$ cat src/rtl/json_string_unescape_utf8_macros.svh
// ---------------------------------------------------------------------------
// JSON string unescape assertion macros
// Shared assertion wrappers, clocked on clk and disabled during rst.
// ---------------------------------------------------------------------------
`ifndef JSON_STRING_UNESCAPE_UTF8_MACROS_SVH
`define JSON_STRING_UNESCAPE_UTF8_MACROS_SVH

`ifndef SYNTH
`define JSU_ASSERT(label, expr) \
  label: assert property (@(posedge clk) disable iff (rst) (expr)) \
    else $error("assertion failed");
`define JSU_IMPLY(label, ante, cons) \
  label: assert property (@(posedge clk) disable iff (rst) (ante) |-> (cons)) \
    else $error("assertion failed");
`define JSU_NEXT(label, ante, cons) \
  label: assert property (@(posedge clk) disable iff (rst) (ante) |=> (cons)) \
    else $error("assertion failed");
`else
`define JSU_ASSERT(label, expr)
`define JSU_IMPLY(label, ante, cons)
`define JSU_NEXT(label, ante, cons)
`endif

`endif

$ cat src/rtl/jsu_pkg.sv
// ---------------------------------------------------------------------------
// JSON string unescape package
// Decoder modes, the result group type and the UTF-8 and hex helpers.
// ---------------------------------------------------------------------------
package jsu_pkg;

  typedef enum logic [6:0] {
    MODE_PLAIN  = 7'b0000001,
    MODE_ESC    = 7'b0000010,
    MODE_HEX1   = 7'b0000100,
    MODE_WANTBS = 7'b0001000,
    MODE_WANTU  = 7'b0010000,
    MODE_HEX2   = 7'b0100000,
    MODE_DONE   = 7'b1000000
  } mode_t;

  typedef struct packed {
    logic [2:0]      count;
    logic [3:0][7:0] bytes;
    logic            status;
    logic            error;
  } jsu_group_t;

  function automatic logic [4:0] hex_digit(input logic [7:0] b);
    logic [4:0] r;
    r = 5'd0;
    if (b inside {[8'h30:8'h39]}) begin
      r = {1'b1, b[3:0]};
    end else if (b inside {[8'h41:8'h46], [8'h61:8'h66]}) begin
      r = {1'b1, b[3:0] + 4'd9};
    end
    return r;
  endfunction

  function automatic jsu_group_t utf8_group(input logic [20:0] code);
    jsu_group_t g;
    g = '0;
    if (code < 21'h80) begin
      g.count    = 3'd1;
      g.bytes[0] = code[7:0];
    end else if (code < 21'h800) begin
      g.count    = 3'd2;
      g.bytes[0] = {3'b110, code[10:6]};
      g.bytes[1] = {2'b10, code[5:0]};
    end else if (code < 21'h10000) begin
      g.count    = 3'd3;
      g.bytes[0] = {4'b1110, code[15:12]};
      g.bytes[1] = {2'b10, code[11:6]};
      g.bytes[2] = {2'b10, code[5:0]};
    end else begin
      g.count    = 3'd4;
      g.bytes[0] = {5'b11110, code[20:18]};
      g.bytes[1] = {2'b10, code[17:12]};
      g.bytes[2] = {2'b10, code[11:6]};
      g.bytes[3] = {2'b10, code[5:0]};
    end
    return g;
  endfunction

endpackage

$ cat src/rtl/jsu_decode.sv
// ---------------------------------------------------------------------------
// JSON string unescape decoder
// Holds the escape state and turns one input beat into a group of up to four
// result bytes or a status, updating the state when the beat is accepted.
// ---------------------------------------------------------------------------
module jsu_decode
  import jsu_pkg::*;
(
  input  logic       clk,
  input  logic       rst,
  input  logic       in_fire,
  input  logic [7:0] in_byte,
  input  logic       new_string,
  input  logic       buffer_end,
  output jsu_group_t grp
);

  localparam logic [7:0] ChQuote = 8'h22;
  localparam logic [7:0] ChBslash = 8'h5C;
  localparam logic [7:0] ChSlash = 8'h2F;
  localparam logic [7:0] ChU = 8'h75;
  localparam logic [7:0] ChN = 8'h6E;
  localparam logic [7:0] ChR = 8'h72;
  localparam logic [7:0] ChT = 8'h74;
  localparam logic [7:0] ChB = 8'h62;
  localparam logic [7:0] ChF = 8'h66;

  mode_t       mode, mode_next, mode_cur;
  logic [1:0]  hex_cnt, hex_cnt_next, hex_cnt_cur;
  logic [15:0] acc, acc_next, acc_cur, acc_shift;
  logic [9:0]  hs, hs_next, hs_cur;
  logic [4:0]  hd;
  logic        fail;

  always_comb begin
    mode_cur    = new_string ? MODE_PLAIN : mode;
    hex_cnt_cur = new_string ? 2'd0 : hex_cnt;
    acc_cur     = new_string ? 16'd0 : acc;
    hs_cur      = new_string ? 10'd0 : hs;
    hd          = hex_digit(in_byte);
    acc_shift   = {acc_cur[11:0], hd[3:0]};

    mode_next    = mode_cur;
    hex_cnt_next = hex_cnt_cur;
    acc_next     = acc_cur;
    hs_next      = hs_cur;
    grp          = '0;
    fail         = 1'b0;

    if (mode_cur == MODE_DONE) begin
      grp = '0;
    end else if (buffer_end) begin
      fail = 1'b1;
    end else begin
      case (mode_cur)
        MODE_PLAIN: begin
          if (in_byte == ChQuote) begin
            mode_next    = MODE_DONE;
            hex_cnt_next = 2'd0;
            acc_next     = 16'd0;
            hs_next      = 10'd0;
            grp.count    = 3'd1;
            grp.status   = 1'b1;
          end else if (in_byte == ChBslash) begin
            mode_next = MODE_ESC;
          end else begin
            grp.count    = 3'd1;
            grp.bytes[0] = in_byte;
          end
        end
        MODE_ESC: begin
          mode_next = MODE_PLAIN;
          grp.count = 3'd1;
          case (in_byte)
            ChN:                       grp.bytes[0] = 8'h0A;
            ChR:                       grp.bytes[0] = 8'h0D;
            ChT:                       grp.bytes[0] = 8'h09;
            ChB:                       grp.bytes[0] = 8'h08;
            ChF:                       grp.bytes[0] = 8'h0C;
            ChQuote, ChBslash, ChSlash: grp.bytes[0] = in_byte;
            ChU: begin
              grp          = '0;
              mode_next    = MODE_HEX1;
              hex_cnt_next = 2'd0;
              acc_next     = 16'd0;
            end
            default: fail = 1'b1;
          endcase
        end
        MODE_WANTBS: begin
          if (in_byte != ChBslash) begin
            fail = 1'b1;
          end else begin
            mode_next = MODE_WANTU;
          end
        end
        MODE_WANTU: begin
          if (in_byte != ChU) begin
            fail = 1'b1;
          end else begin
            mode_next    = MODE_HEX2;
            hex_cnt_next = 2'd0;
            acc_next     = 16'd0;
          end
        end
        MODE_HEX1, MODE_HEX2: begin
          if (!hd[4]) begin
            fail = 1'b1;
          end else if (hex_cnt_cur != 2'd3) begin
            hex_cnt_next = hex_cnt_cur + 2'd1;
            acc_next     = acc_shift;
          end else begin
            hex_cnt_next = 2'd0;
            acc_next     = 16'd0;
            if (mode_cur == MODE_HEX1) begin
              if (acc_shift[15:10] == 6'b110110) begin
                hs_next   = acc_shift[9:0];
                mode_next = MODE_WANTBS;
              end else if (acc_shift[15:10] == 6'b110111) begin
                fail = 1'b1;
              end else begin
                mode_next = MODE_PLAIN;
                grp       = utf8_group({5'd0, acc_shift});
              end
            end else begin
              if (acc_shift[15:10] != 6'b110111) begin
                fail = 1'b1;
              end else begin
                hs_next   = 10'd0;
                mode_next = MODE_PLAIN;
                grp       = utf8_group(21'h10000 + {1'b0, hs_cur, acc_shift[9:0]});
              end
            end
          end
        end
        default: mode_next = MODE_DONE;
      endcase
    end

    if (fail) begin
      mode_next    = MODE_DONE;
      hex_cnt_next = 2'd0;
      acc_next     = 16'd0;
      hs_next      = 10'd0;
      grp          = '0;
      grp.count    = 3'd1;
      grp.status   = 1'b1;
      grp.error    = 1'b1;
    end
  end

  always_ff @(posedge clk) begin
    if (rst) begin
      mode    <= MODE_PLAIN;
      hex_cnt <= 2'd0;
      acc     <= 16'd0;
      hs      <= 10'd0;
    end else if (in_fire) begin
      mode    <= mode_next;
      hex_cnt <= hex_cnt_next;
      acc     <= acc_next;
      hs      <= hs_next;
    end
  end

endmodule

$ cat src/rtl/jsu_emit.sv
// ---------------------------------------------------------------------------
// JSON string unescape result buffer
// Registers one result group and hands its bytes out one beat at a time.
// ---------------------------------------------------------------------------
`include "json_string_unescape_utf8_macros.svh"

module jsu_emit
  import jsu_pkg::*;
(
  input  logic       clk,
  input  logic       rst,
  input  logic       in_fire,
  input  jsu_group_t grp,
  output logic       can_load,
  output logic       out_valid,
  input  logic       out_ready,
  output logic [7:0] out_byte,
  output logic       is_status,
  output logic       error,
  output logic       last
);

  logic [2:0]      cnt;
  logic [3:0][7:0] bytes;
  logic            status;
  logic            err;
  logic            pop;
  logic            take;

  assign out_valid = (cnt != 3'd0);
  assign pop       = out_valid && out_ready;
  assign can_load  = (cnt == 3'd0) || ((cnt == 3'd1) && out_ready);
  assign take      = in_fire && (grp.count != 3'd0);
  assign out_byte  = bytes[0];
  assign is_status = status;
  assign error     = err;
  assign last      = (cnt == 3'd1);

  always_ff @(posedge clk) begin
    if (rst) begin
      cnt <= 3'd0;
    end else if (take) begin
      cnt <= grp.count;
    end else if (pop) begin
      cnt <= cnt - 3'd1;
    end
  end

  always_ff @(posedge clk) begin
    if (take) begin
      bytes  <= grp.bytes;
      status <= grp.status;
      err    <= grp.error;
    end else if (pop) begin
      bytes <= {8'd0, bytes[3:1]};
    end
  end

  `JSU_ASSERT(a_cnt_range, cnt <= 3'd4)
  `JSU_IMPLY(a_status_single, out_valid && is_status, last && (out_byte == 8'd0))
  `JSU_IMPLY(a_error_on_status, out_valid && !is_status, !error)
  `JSU_NEXT(a_drain_step, pop && (cnt > 3'd1), cnt == $past(cnt) - 3'd1)
  `JSU_IMPLY(a_load_when_free, take, can_load)

endmodule

$ cat src/rtl/json_string_unescape_utf8.sv
// Timing: results of an accepted beat appear in the cycle after it is accepted.
// Throughput: one input beat per cycle when each causes at most one result and out_ready
// is high; a beat decoding to several UTF-8 bytes holds the output until its last one leaves.
// The single-entry result buffer sets the rate; the next beat is taken as its last byte leaves.
// Reset: synchronous, active high; selects plain text mode and empties the buffer.
// ---------------------------------------------------------------------------
// JSON string unescape to UTF-8
// Decodes the body of a JSON string, byte by byte, into UTF-8 plus a status.
// ---------------------------------------------------------------------------
module json_string_unescape_utf8
  import jsu_pkg::*;
(
  input  logic       clk,
  input  logic       rst,
  input  logic       in_valid,
  output logic       in_ready,
  input  logic [7:0] in_byte,
  input  logic       new_string,
  input  logic       buffer_end,
  output logic       out_valid,
  input  logic       out_ready,
  output logic [7:0] out_byte,
  output logic       is_status,
  output logic       error,
  output logic       last
);

  jsu_group_t grp;
  logic       can_load;
  logic       in_fire;

  assign in_ready = can_load;
  assign in_fire  = in_valid && can_load;

  jsu_decode u_decode (
    .clk        (clk),
    .rst        (rst),
    .in_fire    (in_fire),
    .in_byte    (in_byte),
    .new_string (new_string),
    .buffer_end (buffer_end),
    .grp        (grp)
  );

  jsu_emit u_emit (
    .clk       (clk),
    .rst       (rst),
    .in_fire   (in_fire),
    .grp       (grp),
    .can_load  (can_load),
    .out_valid (out_valid),
    .out_ready (out_ready),
    .out_byte  (out_byte),
    .is_status (is_status),
    .error     (error),
    .last      (last)
  );

endmodule
$ cat config.mk
export PLATFORM = sky130hd
export DESIGN_NAME = json_string_unescape_utf8
export DESIGN_NICKNAME = d
export VERILOG_FILES = /design/src/rtl/jsu_pkg.sv /design/src/rtl/jsu_decode.sv /design/src/rtl/jsu_emit.sv /design/src/rtl/json_string_unescape_utf8.sv
export VERILOG_INCLUDE_DIRS = /design/src /design/src/rtl
export SDC_FILE = /design/constraint.sdc
export NUM_CORES = 1
export LEC_CHECK = 0
export ABC_AREA = 1
export BUFFER_PORTS_ARGS = -buffer_cell sky130_fd_sc_hd__buf_2
export CAP_MARGIN = 40
export CORE_MARGIN = 2
export CORE_UTILIZATION = 55
export DETAILED_ROUTE_END_ITERATION = 7
export HOLD_SLACK_MARGIN = 0.15
export MAX_ROUTING_LAYER = met4
export PLACE_DENSITY = 0.86
export SLEW_MARGIN = 30
export SYNTH_ARGS = -nofsm -noshare
export SYNTH_HDL_FRONTEND = slang
export SYNTH_SLANG_ARGS = --single-unit
$ cat constraint.sdc
create_clock -name clk -period 3 [get_ports clk]
set_input_delay 0.15 -clock clk [delete_from_list [all_inputs] [get_ports clk]]
set_output_delay 0.15 -clock clk [all_outputs]
set_load 0.05 [all_outputs]
==> results of run 1 <==
==> state kept, by name, summed over array words and instances, names as in the netlist <==
| signal | count |
|---|---|
| u_decode.acc | 12 |
| u_decode.hex_cnt | 2 |
| u_decode.hs | 10 |
| u_decode.mode | 7 |
| u_emit.bytes | 21 |
| u_emit.cnt | 3 |
| u_emit.error | 1 |
| u_emit.is_status | 1 |
| u_emit.out_byte | 8 |
==> layer usage <==
metal / part of all wire (%) / vias up
met5: 0 / -
met3: 10 / 41
met4: 3.2 / 0
met1: 41 / 2334
met2: 45 / 290
li1: - / 2391
==> final cells by class <==
type                            instances  area (um2)  share of cell area, %
Clock buffer                            9         124                   2.36
Multi-Input combinational cell        524        2700                   51.4
Sequential cell                        65        1610                   30.7
Clock inverter                          7         100                   1.91
Timing Repair Buffer                   43         283                   5.38
Inverter                               79         297                   5.65
Tap cell                              108         135                   2.57
==> worst min-delay path: cells and delay by family <==
family | cells | cell delay (ns)
simple gates | 2 | 0.19
compound gates | 1 | 0.06
buf+inv | 1 | 0.11
==> placed cells by master (no fill, tap or decap), types with 7 or more instances in the layout <==
master,count
nand2_1,198
inv_1,74
nor2_1,57
nand3_1,54
o21ai_0,39
a21oi_1,39
dfxtp_1,34
edfxtp_1,31
buf_2,26
o22ai_1,22
nand2_2,17
buf_4,15
a22oi_1,10
nand4_1,9
ha_1,9
clkbuf_8,9
nor2_2,8
nor3_1,7
nor2_4,7
o211ai_1,7
==> final timing paths <==
kind	to	slack (ns)	cells past startpoint
worst max-delay path	u_emit.bytes[16]	0.48	15
worst min-delay path	u_emit.cnt[1]	0.19	4
worst max register to register	u_emit.bytes[16]	0.48	15
worst min register to register	u_decode.acc[0]	0.47	2
==> metrics by stage <==
step | hold WS, ns | cells | utilization (%) | instance area (um2) | power, mW
detailed placement | 0.459 | 819 | 58.5 | 5030 | 2.86
global route | 0.208 | 835 | 61.1 | 5250 | 3.91
finish | 0.185 | 835 | 61.1 | 5250 | 3.72
floorplan | 0.307 | 697 | - | 4810 | 2.55
CTS | 0.191 | 835 | 61.1 | 5250 | 3.72
global placement | 0.453 | 819 | 58.5 | 5030 | 2.81
==> logic make-up (layout without fill, tap and decap cells) <==
group | after synthesis | after routing | share of synthesized area, %
buffers and inverters | 108 | 138 | 10.3
flip-flops | 65 | 65 | 33.6
XOR/XNOR | 4 | 4 | 0.729
AO/OA/AOI/OAI | 138 | 138 | 17.3
AND/OR/NAND/NOR | 373 | 373 | 35.8
adder cells (fa/ha/maj) | 9 | 9 | 2.34
==> power by group through the flow <==
stage / registers (mW) / clock network (mW) / logic, mW
2_1_floorplan: 1.38 / 0 / 1.17
5_1_grt: 1.37 / 0.915 / 1.62
3_3_place_gp: 1.36 / 0 / 1.45
6_report: 1.35 / 0.870 / 1.50
3_5_place_dp: 1.38 / 0 / 1.48
4_1_cts: 1.36 / 0.874 / 1.49
==> run_results.csv, run 1 <==
group,metric,value,unit
run_status,status,"completed",
grt,grt_max_degree,32,
worst_setup_path,crit_chain,"nor2_1 -> nand2_1 -> nor2_2 -> nand2_4 -> nand2_4 -> nand2_1 -> nand2_1 -> nand2_2 -> nand3_2 -> nand2_2 -> nand4_2 -> nand2_2 -> nor2_4 -> nand3_1 -> nand2_1",
synth,synth_edf_count,31,
layout,drive_gt1_share,15.4,%
grt,grt_pass1_wl,24500,um
synth,syn_avg_cell_area,6.89,um2
grt,globalRouteTotalUtil,33.7,%
synth,synth.area.top_cells,"edfxtp_1, nand2_1, dfxtp_1",
clock_tree,clk_latency,0.35,ns
power_and_ir_drop,p_comb_share,40.3,%
placement,post-place-ws,0.233,ns
die,num_rows,34,
clock_tree,htreeDepth,3,
grt,top_usage_layer,"met2",
routing,firstDrtPassIters,5,
synth,synthFlopType,"dfxtp_1",
worst_setup_path,max_stage_delay,0.34,ns
grt,antenna_found_initial,0,
layout,fillers,825,
synth,synth.net_count,720,
synth,ys_warn_count,0,
placement,gp_congestion,1.03,
worst_setup_path,critPathMaxFanout,17,
timing,setup_tns,0,ns
die,fp.dieH,97.5,um
routing,routed_wl,15400,um
placement,post-dp-hpwl,11900,um
synth,synthArstFlopShare,0,%
grt,met3_usage,7.63,%
worst_setup_path,worstSetupPathType,"reg -> reg",
synth,synth-seq-cells,65,
worst_setup_path,path_delay_family,"simple AND/OR/NAND/NOR gates",
power_and_ir_drop,clkPwrFrac,23.4,%
placement,port_buffers,26,
die,die-width,97.5,um
worst_setup_path,crit_buf_inv,0,
timing,slew_headroom,54.0,%
synth,syn_inst,697,
power_and_ir_drop,intPower,2.14,mW
min_path,min_from,"out_ready",
die,initial_core_util,55.9,%
worst_setup_path,cp.arrival,2.74,ns
grt,use_met1,44.3,%
clock_tree,post_cts_buffers,0,
power_and_ir_drop,ir_drop,0.444,mV
timing,hold_violations,0,
timing,worstMarginPinSlew,0.683,ns
clock_tree,cts-root-buf,"clkbuf_8",
timing,setup_viol,0,
worst_setup_path,crit_slowest_cell,"dfxtp_1",
min_path,min_path_type,"in -> reg",
timing,layout_setup_ws,0.483,ns
routing,vias_per_cell,6.06,
worst_setup_path,worst_setup_path_start_kind,"flop",
routing,vias,5056,
power_and_ir_drop,p_sw_share,42.5,%
clock_tree,cts_made_buffers,9,
synth,syn-cell-area,4800,um2
power_and_ir_drop,power_leakage,2.37,nW
timing,rsz0062_at_grt,"no",
grt,grt_pass1_vias,4672,
clock_tree,path_clk_slew,0.09,ns
worst_setup_path,timing.rr.start,"u_decode.mode[0]",
routing,drc,0,
routing,drt_iter0_markers,452,
routing,ant_nets,0,
timing,drv_slew,0,
layout,final_net_count,745,
worst_setup_path,critical_path.startpoint,"u_decode.mode[0]",
synth,synth_top_cell_area_share,19.4,%
clock_tree,cts_tree,"built",
synth,synthTopCellsByCount,"nand2_1, inv_1, nor2_1",
clock_tree,cts_resized,0,
worst_setup_path,timing.critical_path.required,3.22,ns
power_and_ir_drop,power.density,709,nW/um2
grt,met2_usage,51.8,%
timing,clock_skew,0.0135,ns
die,ios,27,
grt,grt_overflow_total,0,
clock_tree,clk_path_buf_depth,2,
synth,yosysTopAreaCell,"edfxtp_1",
power_and_ir_drop,seqPwrFrac,36.4,%
clock_tree,clock_sinks,65,
layout,antennaDiodeCount,0,
die,die_area,9500,um2
synth,synth_most_common_cell,"nand2_1",
timing,fin_crit_sh,83.9,%
timing,period_needed,2.52,ns
layout,syn2layout_area_growth,9.33,%
power_and_ir_drop,p_switching,1.58,mW
worst_setup_path,end_kind,"flop",
synth,synth_seq_area_share,33.6,%
worst_setup_path,crit_top_cell,"nand2_1",
job,maxCapViolations,0,
die,core-area,8590,um2
timing,max_clock_freq,397,MHz
routing,routedWlPerCell,18.5,um
clock_tree,holdBufCountCts,0,
synth,yosysUniqueCellTypes,47,
Power figures use the tool's default switching activity.
==> run 2: changes to the inputs <==
clock period = 2.1 ns   (was 3 ns; I/O delays follow)
==> run 2 against run 1 <==
- the run now ends with setup timing left
- maximum frequency increased by 15%
- worst setup slack lost 0.57 ns
- global-route usage grew 4.6 points
- total power rose by 66%
- critical path type unchanged
- largest cell class unchanged
==> run_results.csv, run 2 (synthesized netlist as in run 1, its figures left out) <==
group,metric,value,unit
run_status,status,"finished with violations",
run_status,violations,"setup timing",
placement,port_buffers,26,
die,num_rows,34,
timing,clock_skew,0.0154,ns
worst_setup_path,timing.critical_path.required,2.22,ns
min_path,min_from,"buffer_end",
worst_setup_path,timing.rr.start,"u_decode.mode[4]",
clock_tree,cts_made_buffers,9,
timing,fin_crit_sh,104,%
die,core-area,8590,um2
worst_setup_path,path_delay_family,"simple AND/OR/NAND/NOR gates",
routing,vias_per_cell,6.01,
power_and_ir_drop,seqPwrFrac,31.8,%
routing,routedWlPerCell,19.2,um
power_and_ir_drop,p_sw_share,43.1,%
die,die_area,9500,um2
timing,setup_viol,59,
timing,hold_violations,0,
layout,layout_common_cells,"nand2_1, buf_4, inv_1",
grt,grt_overflow_total,0,
placement,gp_congestion,1.01,
worst_setup_path,cp.arrival,2.31,ns
die,initial_core_util,55.9,%
worst_setup_path,crit_top_cell,"nand2_4",
power_and_ir_drop,power.density,897,nW/um2
power_and_ir_drop,ir_drop,0.465,mV
power_and_ir_drop,clkPwrFrac,18.5,%
clock_tree,htreeDepth,3,
timing,slew_headroom,59.3,%
routing,drc,0,
power_and_ir_drop,power,6.19,mW
timing,rsz0062_at_grt,"yes",
layout,largest_reg_flops,21,
min_path,min_path_type,"in -> reg",
timing,drv_slew,0,
worst_setup_path,crit_chain,"buf_6 -> inv_4 -> nand2_2 -> nor2_2 -> nand3_2 -> nand2_4 -> inv_4 -> a21oi_4 -> nand2_4 -> nand3_4 -> nand2_4 -> nand4_4 -> nand2_4 -> buf_4 -> buf_16 -> nand2_1 -> nand2_1",
power_and_ir_drop,p_comb_share,49.7,%
timing,max_clock_freq,456,MHz
worst_setup_path,max_stage_delay,0.35,ns
clock_tree,cts_tree,"built",
grt,grt_pass1_wl,27800,um
worst_setup_path,end_kind,"flop",
routing,firstDrtPassIters,5,
clock_tree,clk_path_buf_depth,2,
layout,top_regs,"u_emit.bytes (21), u_decode.acc (12), u_decode.hs (10)",
timing,layout_setup_ws,-0.0917,ns
worst_setup_path,crit_buf_inv,5,
worst_setup_path,worstSetupPathType,"reg -> reg",
layout,final_net_count,885,
worst_setup_path,crit_slowest_cell,"dfxtp_2",
grt,grt_pass1_vias,5444,
clock_tree,clk_latency,0.36,ns
placement,dpl.cell_count,931,
layout,layout.cells.non_filler,975,
power_and_ir_drop,intPower,3.52,mW
job,maxCapViolations,0,
layout,top_register,"u_emit.bytes",
timing,worstMarginPinSlew,0.611,ns
worst_setup_path,critical_path.startpoint,"u_decode.mode[4]",
routing,routed_wl,18700,um
worst_setup_path,worst_setup_path_start_kind,"flop",
die,fp.dieH,97.5,um
grt,grt_max_degree,32,
placement,post-dp-hpwl,13400,um
worst_setup_path,critPathMaxFanout,7,
grt,antenna_found_initial,0,
layout,drive_gt1_share,40.4,%
clock_tree,clock_sinks,65,
layout,antennaDiodeCount,0,
clock_tree,path_clk_slew,0.09,ns
layout,layout_commonest_cell,"nand2_1",
routing,vias,5855,
power_and_ir_drop,power_leakage,3.18,nW
timing,period_needed,2.19,ns
routing,ant_nets,0,
power_and_ir_drop,p_switching,2.67,mW
layout,syn2layout_area_growth,43.6,%
clock_tree,cts-root-buf,"clkbuf_8",
grt,globalRouteTotalUtil,38.3,%
die,die-width,97.5,um
routing,drt_iter0_markers,595,
die,ios,27,
## run 2: changes by cell type in the layout (fill, tap and decap cells not counted), moves of 8 or more
cell and change:
dfxtp_2 +10, dfxtp_1 -12, nand2_2 +20, nand2_4 +15, nand2_1 -35, inv_2 +10
buf_4 +126, inv_1 -16, o21ai_0 -8, nor2_1 -19, nor2_4 +11, nor2_2 +8
## run 2: area by class of cell
class	count	area, um2
Sequential cell	65	1630
Clock buffer	9	124
Fill cell	581	1700
Inverter	79	323
Tap cell	108	135
Multi-Input combinational cell	524	3150
Timing Repair Buffer	183	1450
Clock inverter	7	77.6
## run 2: per-layer routing
layer / part of all wire [%] / track usage (%)
met1: 39 / 48.4
met2: 47 / 60.9
met4: 4.8 / 16.1
met5: 0 / -
met3: 9.1 / 6.91
## run 2: timing repair
action | CTS | global route
hold buffers | 1 | 0
hold endpoints to repair | 1 | 0
endpoints found under the setup margin | 72 | 94
cloned | 1 | 2
buffers inserted | 12 | 13
pin swaps | 14 | 13
resized for setup | 42 | 98
## run 2: worst paths after layout
| kind | end | slack, ns | depth (start not counted) |
|---|---|---|---|
| worst max-delay path | u_emit.out_byte[4] | -0.09 | 17 |
| worst min register to register | u_decode.hs[9] | 0.47 | 2 |
| worst min-delay path | u_decode.mode[2] | 0.23 | 4 |
| worst max register to register | u_emit.out_byte[4] | -0.09 | 17 |
## run 2: power groups by stage
stage	clock, mW	combinational [mW]	sequential, mW
final	1.15	3.07	1.97
after global routing	1.19	3.26	1.99
after CTS	1.14	2.71	1.95
after detailed placement	0	2.46	1.98
after global placement	0	2.38	1.95
after floorplan	0	1.77	1.97
## run 2: through the flow
step / cell area (um2) / TNS, ns / utilization, % / hold WS (ns) / setup slack, ns
finish: 6900 / -2.30 / 80.3 / 0.231 / -0.0917
global route: 6900 / -8.76 / 80.3 / 0.250 / -0.175
detailed placement: 5990 / -23.71 / 69.8 / 0.456 / -0.395
global placement: 5990 / -11.25 / 69.8 / 0.454 / -0.219
CTS: 6480 / -0.0541 / 75.4 / 0.193 / -0.0110
floorplan: 4950 / -7.15 / - / 0.262 / -0.238
## run 2: worst reg2reg max path, cell delays in order (launching register included)
cell and delay, ns:
dfxtp_2 0.35, buf_6 0.12, inv_4 0.05, nand2_2 0.06, nor2_2 0.12, nand3_2 0.11, nand2_4 0.12, inv_4 0.05
a21oi_4 0.14, nand2_4 0.08, nand3_4 0.07, nand2_4 0.06, nand4_4 0.10, nand2_4 0.10, buf_4 0.17, buf_16 0.13
nand2_1 0.06, nand2_1 0.06
==> run 3: changes to the inputs <==
PLACE_DENSITY = 0.83   (was 0.86)
clock period = 2.3 ns   (was 2.1 ns; I/O delays follow)
==> run 3 against run 2 <==
- the flow now finishes without violations
- highest routed layer unchanged
- sequential power shrank 9.6%
- first-iteration DRC count is 4.4% lower
- global-route usage down 3.6 points
- via count is 11% lower
- count of clock-buffer cells in the layout did not move
- critical path depth shrank 4
- final cell count is 7.7% lower
- final area decreased by 13%
- clock power decreased by 11%
==> run_results.csv, run 3 (synthesized netlist as in run 1, its figures left out) <==
group,metric,value,unit
layout,multi_input_area,2870,um2
timing,worst_hold_slack,0.186,ns
layout,layout.cells.non_filler,900,
layout,layout_common_cells,"nand2_1, buf_4, inv_1",
worst_setup_path,r2r_end,"u_emit.bytes[12]",
routing,drc,0,
clock_tree,clock_sinks,65,
worst_setup_path,timing.rr.start,"u_decode.mode[5]",
worst_setup_path,critical_path.startpoint,"u_decode.mode[5]",
clock_tree,path_clk_slew,0.08,ns
layout,antennaDiodeCount,0,
layout,drive_gt1_share,26.5,%
worst_setup_path,worstSetupPathType,"reg -> reg",
placement,post-dp-hpwl,12600,um
clock_tree,cts-root-buf,"clkbuf_8",
layout,fin_area,5990,um2
clock_tree,cts_made_buffers,9,
power_and_ir_drop,ir_drop,0.422,mV
die,ios,27,
timing,drv_slew,0,
routing,firstDrtPassIters,7,
grt,globalRouteTotalUtil,34.7,%
timing,clock_skew,0.0146,ns
routing,vias_per_cell,5.82,
layout,syn2layout_area_growth,24.6,%
timing,fin_crit_sh,96.4,%
layout,top_register,"u_emit.bytes",
placement,gp_congestion,1.10,
die,core-area,8590,um2
timing,hold_violations,0,
routing,vias,5240,
routing,routed_wl,16400,um
layout,fillers,753,
layout,top_regs,"u_emit.bytes (21), u_decode.acc (12), u_decode.hs (10)",
layout,final_net_count,810,
layout,finish.utilization,69.7,%
timing,rsz0062_at_grt,"yes",
power_and_ir_drop,power,5.16,mW
power_and_ir_drop,power_leakage,2.77,nW
timing,setup_tns,0,ns
clock_tree,clk_latency,0.35,ns
grt,antenna_found_initial,0,
worst_setup_path,reg2reg_slack,0.08,ns
timing,period_needed,2.22,ns
worst_setup_path,end_kind,"flop",
worst_setup_path,timing.critical_path.required,2.40,ns
layout,largest_reg_flops,21,
worst_setup_path,endpoint,"u_emit.bytes[12]",
clock_tree,clk_path_buf_depth,2,
timing,layout_setup_ws,0.0831,ns
routing,ant_nets,0,
placement,placed_area,5580,um2
routing,routedWlPerCell,18.2,um
grt,grt_overflow_total,0,
timing,slew_headroom,58.4,%
worst_setup_path,worstRegToRegCells,13,
die,initial_core_util,55.9,%
power_and_ir_drop,power.density,861,nW/um2
clock_tree,cts_tree,"built",
grt,grt_max_degree,32,
timing,worstMarginPinSlew,0.618,ns
layout,layout_commonest_cell,"nand2_1",
worst_setup_path,cp.arrival,2.32,ns
layout,seqCellArea,1620,um2
worst_setup_path,worst_setup_path_start_kind,"flop",
min_path,min_path_type,"in -> reg",
placement,post-place-ws,-0.141,ns
die,die_area,9500,um2
run_status,status,"completed",
grt,grt_pass1_vias,4890,
placement,dpl.cell_count,876,
die,num_rows,34,
job,maxCapViolations,0,
die,fp.dieH,97.5,um
timing,max_clock_freq,451,MHz
grt,grt_pass1_wl,25300,um
clock_tree,htreeDepth,3,
routing,drt_iter0_markers,569,
timing,setup_viol,0,
placement,port_buffers,26,
worst_setup_path,critPathMaxFanout,8,
die,die-width,97.5,um
run 3: cell type report:
type                       instances  share of cell area, %
clock buffer                       9                   2.07
sequential                        65                   27.1
multi-input combinational        524                   47.9
inverter                          79                   5.27
clock inverter                     7                   1.32
timing repair buffer             108                   14.1
tap                              108                   2.26
run 3: how the worst min path moves through the flow:
stage	cells after the start	end	start	slack, ns
CTS	4	u_decode.mode[2]	buffer_end	0.17
global route	4	u_decode.mode[3]	buffer_end	0.23
floorplan	2	u_decode.mode[0]	rst	0.27
detailed placement	2	u_decode.hs[5]	u_decode.hs[5]	0.46
global placement	2	u_decode.hs[7]	u_decode.hs[7]	0.45
finish	4	u_decode.mode[2]	buffer_end	0.19
run 3: critical path: stages (launching register included):
cell     delay, ns
dfxtp_1       0.34
nand2_2       0.10
nand2_1       0.10
nor2_4        0.20
nand2_4       0.10
buf_4         0.16
nor2_4        0.11
o21ai_2       0.09
nor2_2        0.12
nor2_2        0.06
nand4_4       0.09
nand2_4       0.12
buf_12        0.18
a22o_1        0.19
run 3: power by group:
part / total [mW] / switching, mW / leakage (nW) / internal (mW)
Clock: 1.02 / 0.506 / 0.0977 / 0.511
Combinational: 2.36 / 1.58 / 2.09 / 0.781
Sequential: 1.78 / 0.115 / 0.587 / 1.66
Total: 5.16 / 2.20 / 2.77 / 2.96
run 3: per-layer routing:
metal	routed length [um]	global-route usage (%)
met3	1200	3.74
met2	7870	56.2
met4	449	10.1
met1	6900	46.3
met5	0	-
run 3: repair_timing:
item,CTS,global route
resized for setup,0,30
gates cloned,0,3
setup buffers,1,3
pin swaps,1,11
endpoints found under the setup margin,1,81
hold endpoints to repair,1,0
hold buffers,1,0
